==> config.mk <==
export PLATFORM = sky130hd
export DESIGN_NAME = step_response_aggregator
export DESIGN_NICKNAME = d
export VERILOG_FILES = /design/src/hw/rtl/sra_pkg.sv /design/src/hw/rtl/sra_record_eval.sv /design/src/hw/rtl/sra_accum.sv /design/src/hw/rtl/step_response_aggregator.sv
export SDC_FILE = /design/constraint.sdc
export NUM_CORES = 1
export LEC_CHECK = 0
export ABC_AREA = 1
export BUFFER_PORTS_ARGS = -buffer_cell sky130_fd_sc_hd__buf_2
export CAP_MARGIN = 20
export CELL_PAD_IN_SITES_DETAIL_PLACEMENT = 1
export CELL_PAD_IN_SITES_GLOBAL_PLACEMENT = 2
export CORE_MARGIN = 1.5
export CORE_UTILIZATION = 39
export CTS_BUF_LIST = sky130_fd_sc_hd__clkbuf_8
export CTS_CLUSTER_DIAMETER = 50
export DETAILED_ROUTE_END_ITERATION = 10
export HOLD_SLACK_MARGIN = 0.03
export PLACE_DENSITY = 0.94
export SLEW_MARGIN = 20
export SYNTH_ARGS = -nofsm -noshare
export SYNTH_HDL_FRONTEND = slang
export SYNTH_HIERARCHICAL = 1
export SYNTH_SLANG_ARGS = --single-unit
==> constraint.sdc <==
create_clock -name clk -period 7.8 [get_ports clk]
set_clock_uncertainty 0.1 [all_clocks]
set_input_delay 0.78 -clock clk [delete_from_list [all_inputs] [get_ports clk]]
set_output_delay 0.78 -clock clk [all_outputs]
set_load 0.02 [all_outputs]
==> src/hw/rtl/sra_pkg.sv <==
package sra_pkg;

  // Number of list positions that take part in a scan.
  localparam int MODULES = 32;

  localparam int STATE_W = 8;
  localparam int SUB_W   = 16;
  localparam int IDX_W   = 5;
  localparam int COUNT_W = 6;
  localparam int MASK_W  = 32;
  localparam int BOOT_W  = 16;
  localparam int CFG_W   = 16;
  localparam int CFG_IDX_W = 2;

  localparam logic [COUNT_W-1:0] COUNT_MAX = {COUNT_W{1'b1}};
  localparam logic [BOOT_W-1:0]  BOOT_MAX  = {BOOT_W{1'b1}};

  typedef enum logic [1:0] {
    STATUS_DONE  = 2'd0,
    STATUS_BUSY  = 2'd1,
    STATUS_ERROR = 2'd2
  } status_t;

  typedef enum logic [CFG_IDX_W-1:0] {
    CFG_BOOT_HOLD     = 2'd0,
    CFG_BOOTING_STATE = 2'd1,
    CFG_ERROR_STATE   = 2'd2
  } cfg_reg_t;

  typedef struct packed {
    logic [STATE_W-1:0] machine_state;
    logic [SUB_W-1:0]   machine_substate;
    logic               module_valid;
    logic [IDX_W-1:0]   module_index;
    logic [SUB_W-1:0]   requested_substate;
    logic               module_bypassed;
    logic [STATE_W-1:0] module_reported_state;
    logic               last_module;
  } record_t;

  typedef struct packed {
    logic busy;
    logic later_request;
    logic error;
  } rec_flags_t;

  typedef struct packed {
    status_t            response_status;
    logic [COUNT_W-1:0] busy_count;
    logic [MASK_W-1:0]  busy_mask;
    logic               first_busy_valid;
    logic [IDX_W-1:0]   first_busy_index;
    logic               first_error_valid;
    logic [IDX_W-1:0]   first_error_index;
    logic [SUB_W-1:0]   next_substate;
    logic               next_request_valid;
    logic [IDX_W-1:0]   next_request_index;
  } result_t;

endpackage

==> src/hw/rtl/sra_record_eval.sv <==
module sra_record_eval import sra_pkg::*; (
  input  record_t            rec,
  input  logic [STATE_W-1:0] error_state_code,
  output rec_flags_t         flags
);

  logic counted;
  logic at_or_below;

  // Empty markers, bypassed modules and positions past the list take no part.
  assign counted = rec.module_valid && !rec.module_bypassed &&
                   (32'(rec.module_index) < 32'(MODULES));
  assign at_or_below = rec.requested_substate <= rec.machine_substate;

  assign flags.busy          = counted && at_or_below &&
                               (rec.module_reported_state != rec.machine_state);
  assign flags.later_request = counted && !at_or_below;
  assign flags.error         = counted &&
                               (rec.module_reported_state == error_state_code);

endmodule

==> src/hw/rtl/sra_accum.sv <==
module sra_accum import sra_pkg::*; (
  input  logic               clk,
  input  logic               rst,
  input  logic               fire,
  input  record_t            rec,
  input  rec_flags_t         flags,
  input  logic [BOOT_W-1:0]  boot_hold_cycles,
  input  logic [STATE_W-1:0] booting_state_code,
  output result_t            res
);

  logic [COUNT_W-1:0] busy_count, busy_count_next;
  logic [MASK_W-1:0]  busy_mask, busy_mask_next;
  logic               first_busy_valid, first_busy_valid_next;
  logic [IDX_W-1:0]   first_busy_index, first_busy_index_next;
  logic               first_error_valid, first_error_valid_next;
  logic [IDX_W-1:0]   first_error_index, first_error_index_next;
  logic [SUB_W-1:0]   next_substate, next_substate_next;
  logic               next_valid, next_valid_next;
  logic [IDX_W-1:0]   next_index, next_index_next;
  logic [BOOT_W-1:0]  boot_count, boot_count_next;
  logic               booting;
  logic               boot_hold_busy;
  logic               take_next;

  always_comb begin
    busy_count_next        = busy_count;
    busy_mask_next         = busy_mask;
    first_busy_valid_next  = first_busy_valid;
    first_busy_index_next  = first_busy_index;
    first_error_valid_next = first_error_valid;
    first_error_index_next = first_error_index;
    next_substate_next     = next_substate;
    next_valid_next        = next_valid;
    next_index_next        = next_index;

    if (flags.busy) begin
      if (busy_count != COUNT_MAX) begin
        busy_count_next = busy_count + COUNT_W'(1);
      end
      busy_mask_next = busy_mask | (MASK_W'(1) << rec.module_index);
      if (!first_busy_valid) begin
        first_busy_valid_next = 1'b1;
        first_busy_index_next = rec.module_index;
      end
    end
    if (take_next) begin
      next_valid_next    = 1'b1;
      next_substate_next = rec.requested_substate;
      next_index_next    = rec.module_index;
    end
    if (flags.error && !first_error_valid) begin
      first_error_valid_next = 1'b1;
      first_error_index_next = rec.module_index;
    end
  end

  // A strictly lower request replaces the held one, so the earliest record wins ties.
  assign take_next = flags.later_request &&
                     (!next_valid || (rec.requested_substate < next_substate));

  // The boot counter advances at most once per scan, on a last record in the booting state, before it is compared.
  assign booting = rec.machine_state == booting_state_code;
  always_comb begin
    boot_count_next = boot_count;
    if (booting && boot_count != BOOT_MAX) begin
      boot_count_next = boot_count + BOOT_W'(1);
    end
  end
  assign boot_hold_busy = booting && (boot_count_next < boot_hold_cycles);

  always_comb begin
    res.busy_count         = busy_count_next;
    res.busy_mask          = busy_mask_next;
    res.first_busy_valid   = first_busy_valid_next;
    res.first_busy_index   = first_busy_index_next;
    res.first_error_valid  = first_error_valid_next;
    res.first_error_index  = first_error_index_next;
    res.next_substate      = next_substate_next;
    res.next_request_valid = next_valid_next;
    res.next_request_index = next_index_next;
    if (first_error_valid_next) begin
      res.response_status = STATUS_ERROR;
    end else if (busy_count_next != '0 || boot_hold_busy) begin
      res.response_status = STATUS_BUSY;
    end else begin
      res.response_status = STATUS_DONE;
    end
  end

  always_ff @(posedge clk) begin
    if (rst) begin
      busy_count        <= '0;
      busy_mask         <= '0;
      first_busy_valid  <= 1'b0;
      first_busy_index  <= '0;
      first_error_valid <= 1'b0;
      first_error_index <= '0;
      next_substate     <= '0;
      next_valid        <= 1'b0;
      next_index        <= '0;
      boot_count        <= '0;
    end else if (fire) begin
      if (rec.last_module) begin
        busy_count        <= '0;
        busy_mask         <= '0;
        first_busy_valid  <= 1'b0;
        first_busy_index  <= '0;
        first_error_valid <= 1'b0;
        first_error_index <= '0;
        next_substate     <= '0;
        next_valid        <= 1'b0;
        next_index        <= '0;
        boot_count        <= boot_count_next;
      end else begin
        busy_count        <= busy_count_next;
        busy_mask         <= busy_mask_next;
        first_busy_valid  <= first_busy_valid_next;
        first_busy_index  <= first_busy_index_next;
        first_error_valid <= first_error_valid_next;
        first_error_index <= first_error_index_next;
        next_substate     <= next_substate_next;
        next_valid        <= next_valid_next;
        next_index        <= next_index_next;
      end
    end
  end

endmodule

==> src/hw/rtl/step_response_aggregator.sv <==
// Takes one module status record per request and, on the record marked last_module,
// gives one summary request: status (error over busy over done), busy count and
// mask, first busy and first error module, and the lowest later substate with the
// first module asking for it. Records are registered on entry and folded into the
// scan accumulators in the next cycle, so a record can be taken every cycle; a
// summary is registered as its last record is folded in and is held in an
// output register while the next scan's records keep flowing in. Only a last
// record waits when a previous summary has not been taken. While the machine state
// equals booting_state_code on a last record, a saturating per-scan counter keeps
// the status at busy until it reaches boot_hold_cycles; only reset clears it.
module step_response_aggregator import sra_pkg::*; (
  input  logic                 clk,
  input  logic                 rst,

  input  logic                 cfg_write,
  input  logic [CFG_IDX_W-1:0] cfg_index,
  input  logic [CFG_W-1:0]     cfg_data,

  input  logic                 in_valid,
  output logic                 in_ready,
  input  logic [STATE_W-1:0]   machine_state,
  input  logic [SUB_W-1:0]     machine_substate,
  input  logic                 module_valid,
  input  logic [IDX_W-1:0]     module_index,
  input  logic [SUB_W-1:0]     requested_substate,
  input  logic                 module_bypassed,
  input  logic [STATE_W-1:0]   module_reported_state,
  input  logic                 last_module,

  output logic                 out_valid,
  input  logic                 out_ready,
  output logic [1:0]           response_status,
  output logic [COUNT_W-1:0]   busy_count,
  output logic [MASK_W-1:0]    busy_mask,
  output logic                 first_busy_valid,
  output logic [IDX_W-1:0]     first_busy_index,
  output logic                 first_error_valid,
  output logic [IDX_W-1:0]     first_error_index,
  output logic [SUB_W-1:0]     next_substate,
  output logic                 next_request_valid,
  output logic [IDX_W-1:0]     next_request_index
);

  logic [BOOT_W-1:0]  boot_hold_cycles;
  logic [STATE_W-1:0] booting_state_code;
  logic [STATE_W-1:0] error_state_code;

  record_t    rec;
  logic       rec_valid;
  rec_flags_t flags;
  result_t    res;
  result_t    res_q;
  logic       out_free;
  logic       fire;

  always_ff @(posedge clk) begin
    if (rst) begin
      boot_hold_cycles   <= '0;
      booting_state_code <= STATE_W'(1);
      error_state_code   <= {STATE_W{1'b1}};
    end else if (cfg_write) begin
      case (cfg_index)
        CFG_BOOT_HOLD:     boot_hold_cycles   <= cfg_data[BOOT_W-1:0];
        CFG_BOOTING_STATE: booting_state_code <= cfg_data[STATE_W-1:0];
        CFG_ERROR_STATE:   error_state_code   <= cfg_data[STATE_W-1:0];
        default: begin
        end
      endcase
    end
  end

  assign out_free = !out_valid || out_ready;
  assign fire     = rec_valid && (!rec.last_module || out_free);
  assign in_ready = !rec_valid || fire;

  always_ff @(posedge clk) begin
    if (rst) begin
      rec_valid <= 1'b0;
    end else if (in_ready) begin
      rec_valid <= in_valid;
    end
  end

  always_ff @(posedge clk) begin
    if (in_ready && in_valid) begin
      rec.machine_state         <= machine_state;
      rec.machine_substate      <= machine_substate;
      rec.module_valid          <= module_valid;
      rec.module_index          <= module_index;
      rec.requested_substate    <= requested_substate;
      rec.module_bypassed       <= module_bypassed;
      rec.module_reported_state <= module_reported_state;
      rec.last_module           <= last_module;
    end
  end

  sra_record_eval u_eval (
    .rec              (rec),
    .error_state_code (error_state_code),
    .flags            (flags)
  );

  sra_accum u_accum (
    .clk                (clk),
    .rst                (rst),
    .fire               (fire),
    .rec                (rec),
    .flags              (flags),
    .boot_hold_cycles   (boot_hold_cycles),
    .booting_state_code (booting_state_code),
    .res                (res)
  );

  always_ff @(posedge clk) begin
    if (rst) begin
      out_valid <= 1'b0;
    end else if (fire && rec.last_module) begin
      out_valid <= 1'b1;
    end else if (out_ready) begin
      out_valid <= 1'b0;
    end
  end

  always_ff @(posedge clk) begin
    if (fire && rec.last_module) begin
      res_q <= res;
    end
  end

  assign response_status    = res_q.response_status;
  assign busy_count         = res_q.busy_count;
  assign busy_mask          = res_q.busy_mask;
  assign first_busy_valid   = res_q.first_busy_valid;
  assign first_busy_index   = res_q.first_busy_index;
  assign first_error_valid  = res_q.first_error_valid;
  assign first_error_index  = res_q.first_error_index;
  assign next_substate      = res_q.next_substate;
  assign next_request_valid = res_q.next_request_valid;
  assign next_request_index = res_q.next_request_index;

endmodule

* Word-level counts from Yosys, hierarchy flattened *
Index checks and enable logic that the tools add are counted.

operators by class
  add/sub/neg operators = 2
  bitwise operators = 1
  multiplexer cells = 24
  $lt $le $gt $ge = 3
  reductions and logical operators = 31
  equal/unequal tests = 7
  shift operators = 1

operator list
  cell                   count
  $mux 32                2
  $mux 16                3
  $mux 5                 7
  $lt 16x16->1           2
  $or 32x32->32          1
  $shl 1x5->32 const A   1
  $mux 6                 3
  $add 16x1->16 const B  1
  $eq 8x8->1             2
  $le 16x16->1           1
  $ne 16x16->1 const B   1
  $logic_and 1x1->1      12
  $mux 1                 9
  $ne 8x8->1             1
  $reduce_and 2->1       4
  $logic_not 1->1        7
  $add 6x1->6 const B    1
  $ne 6x6->1 const B     1
  $reduce_bool 6->1      1
  $logic_or 1x1->1       5
  $eq 2x1->1 const B     1
  $eq 2x2->1 const B     1
  $logic_not 2->1        1
  $reduce_bool 2->1      1

storage, ports and cells
  logic and storage cells = 102
  register bits = 252
  bits of input ports = 79
  output and inout port bits = 76

* Depth between registers and ports, before layout *
Gate-level depths: netlist (run 1).

  depth after elaboration = 8
  depth in mapped cells = 20
  gate-level depth less buffers = 20

* Modules after synthesis *
The synthesis (run 1) kept the hierarchy.

by module, submodules not included
  module                    area each (um^2)  instances  cells an instance  seq. area each (um^2)
  sra_accum                 5,395.2           1          818                1,761.7
  step_response_aggregator  5,368.9           1          341                4,584.4
  sra_record_eval           693.2             1          120                0.0

* Worst setup path after synthesis (run 1) *
Ideal clock, no wire load.

  path kind = in2reg
  start = input port out_ready
  end = register, netlist name busy_count[0]
  buffers on the path = 0
  stages on the path = 4
  data required time = 7,272 ps
  setup time = 428 ps
  data arrival time = 2,397 ps
  slack = 4,875 ps
  cells stage by stage = inv_1 > nand2_1 > nand3_1 > inv_1

RTL lines
  item         line                            source
  from (decl)  step_response_aggregator.sv:31  input logic out_ready,

* Final worst setup path (run 1) *
  start = register, netlist name rec[11]
  end = register u_accum.next_substate[9]

on the way
  word-level cells in the longest chain between the ends = 6
  elaborated cells on any way between the ends = 8
  classes of those cells = order compare: 2; mux: 2; reduce/logical: 4

ends and longest elaborated chain
  item                   line                   source
  $le 16x16->1           sra_record_eval.sv:13  assign at_or_below = rec.requested_substate <= rec.machine_substate;
  $logic_not 1->1        sra_record_eval.sv:17  assign flags.later_request = counted && !at_or_below;
  $logic_and 1x1->1      sra_record_eval.sv:17
  $logic_and 1x1->1 (*)  sra_accum.sv:59        assign take_next = flags.later_request &&
  $mux 16 (*)            sra_accum.sv:47        if (take_next) begin
  $mux 16 (*)            sra_accum.sv:104       if (rec.last_module) begin
  to (signal assigned)   sra_accum.sv:122       next_substate <= next_substate_next;
  to (decl)              sra_accum.sv:18        logic [SUB_W-1:0] next_substate, next_substate_next;

Mark *: on every way between the ends. The rest lies on a longest branch, timed or not.
A chain may end at the register's enable or synchronous reset.

==> flow_metrics.py, run 1 <==
metrics = {
    "global_routing": {
        "grt_pass1_vias": 9430,
        "grt_pass1_wl_mm": 47.4,
        "grt_max_degree": 75,
        "antenna_found_initial": 2,
        "grt.total_usage_pct": 19.4,
        "grt-ovfl-total": 0,
    },
    "critical_path": {
        "startpoint": "rec[11]$_DFFE_PP_",
        "rr_startpoint": "rec[11]$_DFFE_PP_",
        "reg2reg_slack_ns": 4.39,
        "reg2reg_to": "u_accum/next_substate[9]$_SDFFE_PP0P_",
        "cp.required_ns": 8.17,
        "cp_max_fo": 22,
        "worstSetupEndpoint": "u_accum/next_substate[9]$_SDFFE_PP0P_",
        "startpoint_type": "flop",
        "arrival_ns": 3.78,
        "reg2reg_depth": 11,
        "worstSetupEndpointType": "flop",
        "worstSetupPathType": "reg -> reg",
    },
    "drt": {
        "firstDrtPassIters": 6,
        "vias": 9001,
        "postRouteWirelength_mm": 29.2,
        "first_iter_violations": 411,
        "drc": 0,
        "routedWlPerCell_um": 15.7,
        "drtAntennaViolNets": 0,
        "viasPerCell": 4.84,
    },
    "power": {
        "vdd_drop_max_mv": 0.135,
        "power.share.sequential_pct": 50.0,
        "share_comb_of_total_power_pct": 8.0,
        "p_int_mw": 2.19,
        "switching_share_pct": 25.2,
        "p_leak_nw": 5.98,
        "clkPwrFrac_pct": 42.0,
        "design_power_total_mw": 2.93,
        "power_density_nw_per_um2": 217,
        "power.switching_mw": 0.737,
    },
    "cells_and_area": {
        "seqCellArea_um2": 6350,
        "final.fill_count": 3433,
        "final_layout_size_suffix_gt1_share_pct": 17.5,
        "final_area_um2": 13500,
        "multi_input_area_um2": 4070,
        "syn_to_final_growth_pct": 17.5,
        "layout.nets": 1567,
    },
    "timing": {
        "maxSlewHeadroom_pct": 34.3,
        "worst_pin_slew_ns": 0.986,
        "setup_viol": 0,
        "finalMaxSlewViolations": 0,
        "finalCritPeriodShare_pct": 43.7,
        "hold_viol_final": 0,
        "rsz0062_at_grt": "false",
        "fin_crit_ns": 3.41,
        "tns_ns": 0,
        "max_freq_ghz": 0.293,
    },
    "synthesis": {
        "synth_area_leaders": "edfxtp_1 (34%), dfxtp_1 (21%), nand2_1 (7.3%)",
        "ys_types": 42,
        "synth_top_cell_by_area": "edfxtp_1",
        "syn_area_um2": 11500,
        "synth_fp_nets": 1406,
        "ys_ff_latch": 252,
        "ys_seq_area_share_pct": 55.4,
        "yosysWarnings": 6,
        "syn_avg_cell_area_um2": 8.96,
        "synth_cells": 1279,
        "synth_top_area_share_pct": 34.1,
    },
    "min_path": {
        "hold_path_class": "in -> reg",
    },
    "clock_network": {
        "post_cts_resized": 0,
        "post_cts_buffers": 0,
        "clockBufferDepth": 3,
        "cts_hold_buf": 0,
        "cts_tree": "done",
        "cts_buffers": 46,
        "cts_root_buffer": "clkbuf_8",
        "clock-sinks": 252,
        "htreeDepth": 2,
        "clk_pin_slew_worst_paths_ns": 0.06,
        "clk_latency_ns": 0.55,
    },
    "floorplan": {
        "die_w_um": 174,
        "pin_count": 155,
        "fp.dieH_um": 174,
        "rows": 62,
        "die_area_um2": 30400,
        "core-area_um2": 28800,
        "start_util_pct": 39.8,
    },
    "placed_design": {
        "place.port_buffers": 154,
        "place_area_um2": 12500,
        "routabilityCongestion": 0.764,
        "hpwl_mm": 20.7,
    },
    "run": {
        "cap_violations": 0,
    },
    "outcome": {
        "outcome": "finished clean",
    },
}
==> cell families (layout without fill, tap and decap cells) <==
group | after synthesis | count (layout) | share of synthesized area (%)
adder cells (fa/ha/maj) | 48 | 48 | 5.24
buffers and inverters | 266 | 463 | 9.13
AND/OR/NAND/NOR | 525 | 525 | 20.8
flip-flops | 252 | 252 | 55.4
AO/OA/AOI/OAI | 161 | 161 | 7.34
XOR/XNOR | 27 | 27 | 2.06
other | 0 | 1 | 0
==> cells in the final DEF (no fill, tap or decap), drive strengths merged, types with 12 or more instances in the layout <==
cell type / instances
xor2: 15
inv: 232
nor3: 43
buf: 162
xnor2: 12
and2: 22
nand2: 225
a21oi: 112
clkinv: 12
nand3: 107
dfxtp: 122
clkbuf: 55
edfxtp: 130
ha: 48
o21ai: 31
nand4: 15
nor2: 101
==> per-stage QoR <==
| stage | std cells | utilization (%) | setup WS (ns) | hold slack [ns] |
|---|---|---|---|---|
| 2_1_floorplan | 1279 | - | 4.87 | 0.326 |
| 3_3_place_gp | 1775 | 43.5 | 4.47 | 0.339 |
| 3_5_place_dp | 1775 | 43.6 | 4.35 | 0.352 |
| 4_1_cts | 1859 | 46.7 | 4.35 | 0.262 |
| 5_1_grt | 1860 | 46.8 | 3.99 | 0.267 |
| 6_report | 1861 | 46.8 | 4.39 | 0.301 |
==> synth_stat cells (all sizes together) <==
cell,n
nand2,225
inv,216
edfxtp,130
dfxtp,122
a21oi,112
nand3,107
nor2,101
ha,48
nor3,43
o21ai,31
clkbuf,26
buf,23
and2,22
nand4,15
xor2,15
xnor2,12
o22ai,10
or2,9
a211oi,2
nor4,2
a21boi,1
a21o,1
a31oi,1
clkinv,1
o211ai,1
o21a,1
o31ai,1
or4,1
==> per-layer routing <==
metal,global-route usage [%],share of wire [%]
met4,6.61,2.4
met2,32.8,47
met5,0,0.041
met3,3.98,4.6
met1,24.6,46
==> power groups by stage <==
stage	logic (mW)	registers, mW	clock network [mW]
floorplan	0.140	1.50	0
global placement	0.228	1.49	0
detailed placement	0.236	1.49	0
CTS	0.237	1.47	1.27
global route	0.265	1.47	1.32
finish	0.234	1.46	1.23
==> state kept, by name, summed over array words and instances, names as in the netlist, 2 cells and up <==
| name | count |
|---|---|
| first_error_index | 5 |
| next_substate | 16 |
| boot_hold_cycles | 16 |
| u_accum/boot_count | 16 |
| busy_count | 6 |
| u_accum/next_substate | 16 |
| u_accum/first_error_index | 5 |
| error_state_code | 8 |
| next_request_index | 5 |
| first_busy_index | 5 |
| u_accum/next_index | 5 |
| booting_state_code | 8 |
| u_accum/busy_count | 6 |
| busy_mask | 32 |
| u_accum/first_busy_index | 5 |
| response_status | 2 |
| rec | 56 |
| u_accum/busy_mask | 32 |
==> cell type report <==
class	count	share of cell area, %
multi-input combinational	761	30.2
clock inverter	29	1.14
sequential	252	47.1
tap	384	3.57
inverter	217	6.05
clock buffer	55	5.62
antenna	1	0.0186
timing repair buffer	162	6.23
==> how the worst min path moves through the flow <==
stage / startpoint / endpoint / depth (start not counted)
2_1_floorplan: u_accum/busy_mask[19]$_SDFFE_PP0P_ / u_accum/busy_mask[19]$_SDFFE_PP0P_ / 2
3_3_place_gp: u_accum/busy_mask[19]$_SDFFE_PP0P_ / u_accum/busy_mask[19]$_SDFFE_PP0P_ / 2
3_5_place_dp: error_state_code[3]$_SDFFE_PP1P_ / error_state_code[3]$_SDFFE_PP1P_ / 2
4_1_cts: module_index[1] / rec[27]$_DFFE_PP_ / 1
5_1_grt: module_index[1] / rec[27]$_DFFE_PP_ / 1
6_report: module_valid / rec[31]$_DFFE_PP_ / 1
==> worst max-delay path: stages (launching register included) <==
cell      delay [ns]
edfxtp_1        0.42
ha_1            0.28
a21boi_1        0.12
o211ai_1        0.16
a21oi_1         0.10
o21ai_1         0.14
nand3_1         0.10
nand2_1         0.63
nand2_1         0.76
nand2_1         0.27
nand3_1         0.09
a21oi_1         0.15
(Power assumes the default switching activity.)
==> run 2, diff against run 1 <==
--- a/config.mk
+++ b/config.mk
@@ -11,12 +11,12 @@
 export CELL_PAD_IN_SITES_DETAIL_PLACEMENT = 1
 export CELL_PAD_IN_SITES_GLOBAL_PLACEMENT = 2
 export CORE_MARGIN = 1.5
-export CORE_UTILIZATION = 39
+export CORE_UTILIZATION = 37
 export CTS_BUF_LIST = sky130_fd_sc_hd__clkbuf_8
 export CTS_CLUSTER_DIAMETER = 50
 export DETAILED_ROUTE_END_ITERATION = 10
 export HOLD_SLACK_MARGIN = 0.03
-export PLACE_DENSITY = 0.94
+export PLACE_DENSITY = 0.9
 export SLEW_MARGIN = 20
 export SYNTH_ARGS = -nofsm -noshare
 export SYNTH_HDL_FRONTEND = slang
==> constraint.sdc (replaced) <==
create_clock -name clk -period 3.52 [get_ports clk]
set_clock_uncertainty 0.1 [all_clocks]
set_input_delay 0.352 -clock clk [delete_from_list [all_inputs] [get_ports clk]]
set_output_delay 0.352 -clock clk [all_outputs]
set_load 0.02 [all_outputs]
==> flow_metrics.py, run 2 (synthesized netlist as in run 1, its figures left out) <==
metrics = {
    "outcome": {
        "outcome": "finished clean",
    },
    "global_routing": {
        "grt_pass1_vias": 9989,
        "grt.total_usage_pct": 20.2,
        "grt_max_degree": 46,
        "grt_pass1_wl_mm": 50.7,
        "grt-ovfl-total": 0,
        "antenna_found_initial": 0,
    },
    "cells_and_area": {
        "top_regs": "rec: 56 flops, busy_mask: 32 flops, u_accum/busy_mask: 32 flops",
        "layout.nets": 1648,
        "mostFrequentLayoutCell": "inv_1",
        "final_layout_size_suffix_gt1_share_pct": 16.6,
        "antennaDiodeCount": 0,
        "largest_register_ffs": 56,
        "fin_util_pct": 46.6,
        "final_area_um2": 14200,
        "layout_common_cells": "inv_1 (223), nand2_1 (222), buf_2 (154)",
        "largest-register": "rec",
        "syn_to_final_growth_pct": 24.0,
    },
    "drt": {
        "viasPerCell": 4.80,
        "drtAntennaViolNets": 0,
        "first_iter_violations": 369,
        "postRouteWirelength_mm": 32.0,
        "drc": 0,
        "vias": 9377,
        "routedWlPerCell_um": 16.3,
        "firstDrtPassIters": 4,
    },
    "timing": {
        "setup_ws_ns": 0.273,
        "setup_viol": 0,
        "hold_ws_ns": 0.0977,
        "worst_pin_slew_ns": 1.03,
        "tns_ns": 0,
        "fin_crit_ns": 3.25,
        "finalMaxSlewViolations": 0,
        "hold_viol_final": 0,
        "rsz0062_at_grt": "false",
        "maxSlewHeadroom_pct": 31.2,
        "max_freq_ghz": 0.308,
        "finalCritPeriodShare_pct": 92.2,
    },
    "min_path": {
        "worstHoldStart": "cfg_index[0]",
        "hold_path_class": "in -> reg",
        "min_path_cells": 3,
    },
    "clock_network": {
        "clk_pin_slew_worst_paths_ns": 0.06,
        "cts_buffers": 47,
        "cts_root_buffer": "clkbuf_8",
        "htreeDepth": 2,
        "clock-sinks": 252,
        "clk_latency_ns": 0.57,
        "clockBufferDepth": 3,
        "post_cts_buffers": 0,
        "cts_tree": "done",
    },
    "floorplan": {
        "die_area_um2": 32000,
        "start_util_pct": 37.6,
        "pin_count": 155,
        "core-area_um2": 30500,
        "die_w_um": 179,
        "fp.dieH_um": 179,
        "rows": 64,
    },
    "placed_design": {
        "hpwl_mm": 21.9,
        "place_ws_ns": 0.167,
        "place.port_buffers": 154,
        "routabilityCongestion": 0.803,
        "place_area_um2": 12600,
    },
    "critical_path": {
        "startpoint_type": "flop",
        "cp.required_ns": 3.72,
        "arrival_ns": 3.44,
        "rr_startpoint": "rec[21]$_DFFE_PP_",
        "cp_max_fo": 6,
        "startpoint": "rec[21]$_DFFE_PP_",
        "worstSetupPathType": "reg -> reg",
        "worstSetupEndpointType": "flop",
        "reg2reg_depth": 12,
    },
    "power": {
        "vdd_drop_max_mv": 0.354,
        "power.switching_mw": 1.69,
        "p_int_mw": 4.71,
        "clkPwrFrac_pct": 39.9,
        "power_density_nw_per_um2": 451,
        "power.share.sequential_pct": 50.7,
        "switching_share_pct": 26.4,
        "p_leak_nw": 6.26,
        "share_comb_of_total_power_pct": 9.4,
    },
    "run": {
        "cap_violations": 0,
    },
}
[run 2: cell count changes in the layout (fill, tap and decap cells not counted), moves of 2 or more]
cell / previous run / this run
dlygate4sd3_1: 0 / 74
clkinv_1: 5 / 17
buf_4: 7 / 13
clkbuf_8: 55 / 49
clkinvlp_4: 1 / 4
clkinv_2: 6 / 4
inv_1: 225 / 223
[run 2: final timing paths]
check | end | slack [ns]
setup / recovery | response_status[0]$_DFFE_PP_ | 0.27
hold / removal | booting_state_code[0]$_SDFFE_PP1P_ | 0.1
setup reg to reg | response_status[0]$_DFFE_PP_ | 0.27
hold reg to reg | u_accum/busy_mask[19]$_SDFFE_PP0P_ | 0.35
[run 2: cell type report]
type,count,area [um^2]
inverter,217,815
multi-input combinational,761,4080
clock buffer,49,674
sequential,252,6350
tap,396,495
timing repair buffer,242,1630
fill,3605,16300
clock inverter,38,168
[run 2: critical path, stage by stage, from the launching register on]
cell      delay [ns]
edfxtp_1        0.43
ha_1            0.36
a21oi_1         0.16
nand2_1         0.08
a21oi_1         0.16
nand2_1         0.10
a21oi_2         0.22
inv_1           0.14
or4_1           0.52
nand2_1         0.09
nand3_1         0.06
nor4_1          0.43
a21oi_1         0.13
[run 2: per-layer routing]
layer | global-route usage (%) | share of wire [%]
met3 | 3.24 | 3.8
met1 | 23.7 | 43
met4 | 6.98 | 2.6
met5 | 0 | 0
met2 | 37.1 | 51
[run 2: repair_timing]
action | 4_1_cts | 5_1_grt
resized for setup | 0 | 1
hold buffers | 74 | 0
endpoints found under the hold margin | 86 | 0
setup endpoints to repair | 0 | 1
[run 2: stage by stage]
step	std cells	total power, mW
CTS	1955	6.50
global placement	1794	3.82
global route	1955	6.69
detailed placement	1794	3.85
floorplan	1279	3.64
finish	1955	6.41
[run 2: power by group through the flow]
stage               sequential, mW  combinational [mW]  clock, mW
detailed placement            3.31               0.538          0
floorplan                     3.33               0.310          0
global placement              3.30               0.520          0
global route                  3.26               0.675       2.75
CTS                           3.25               0.603       2.65
finish                        3.25               0.602       2.56
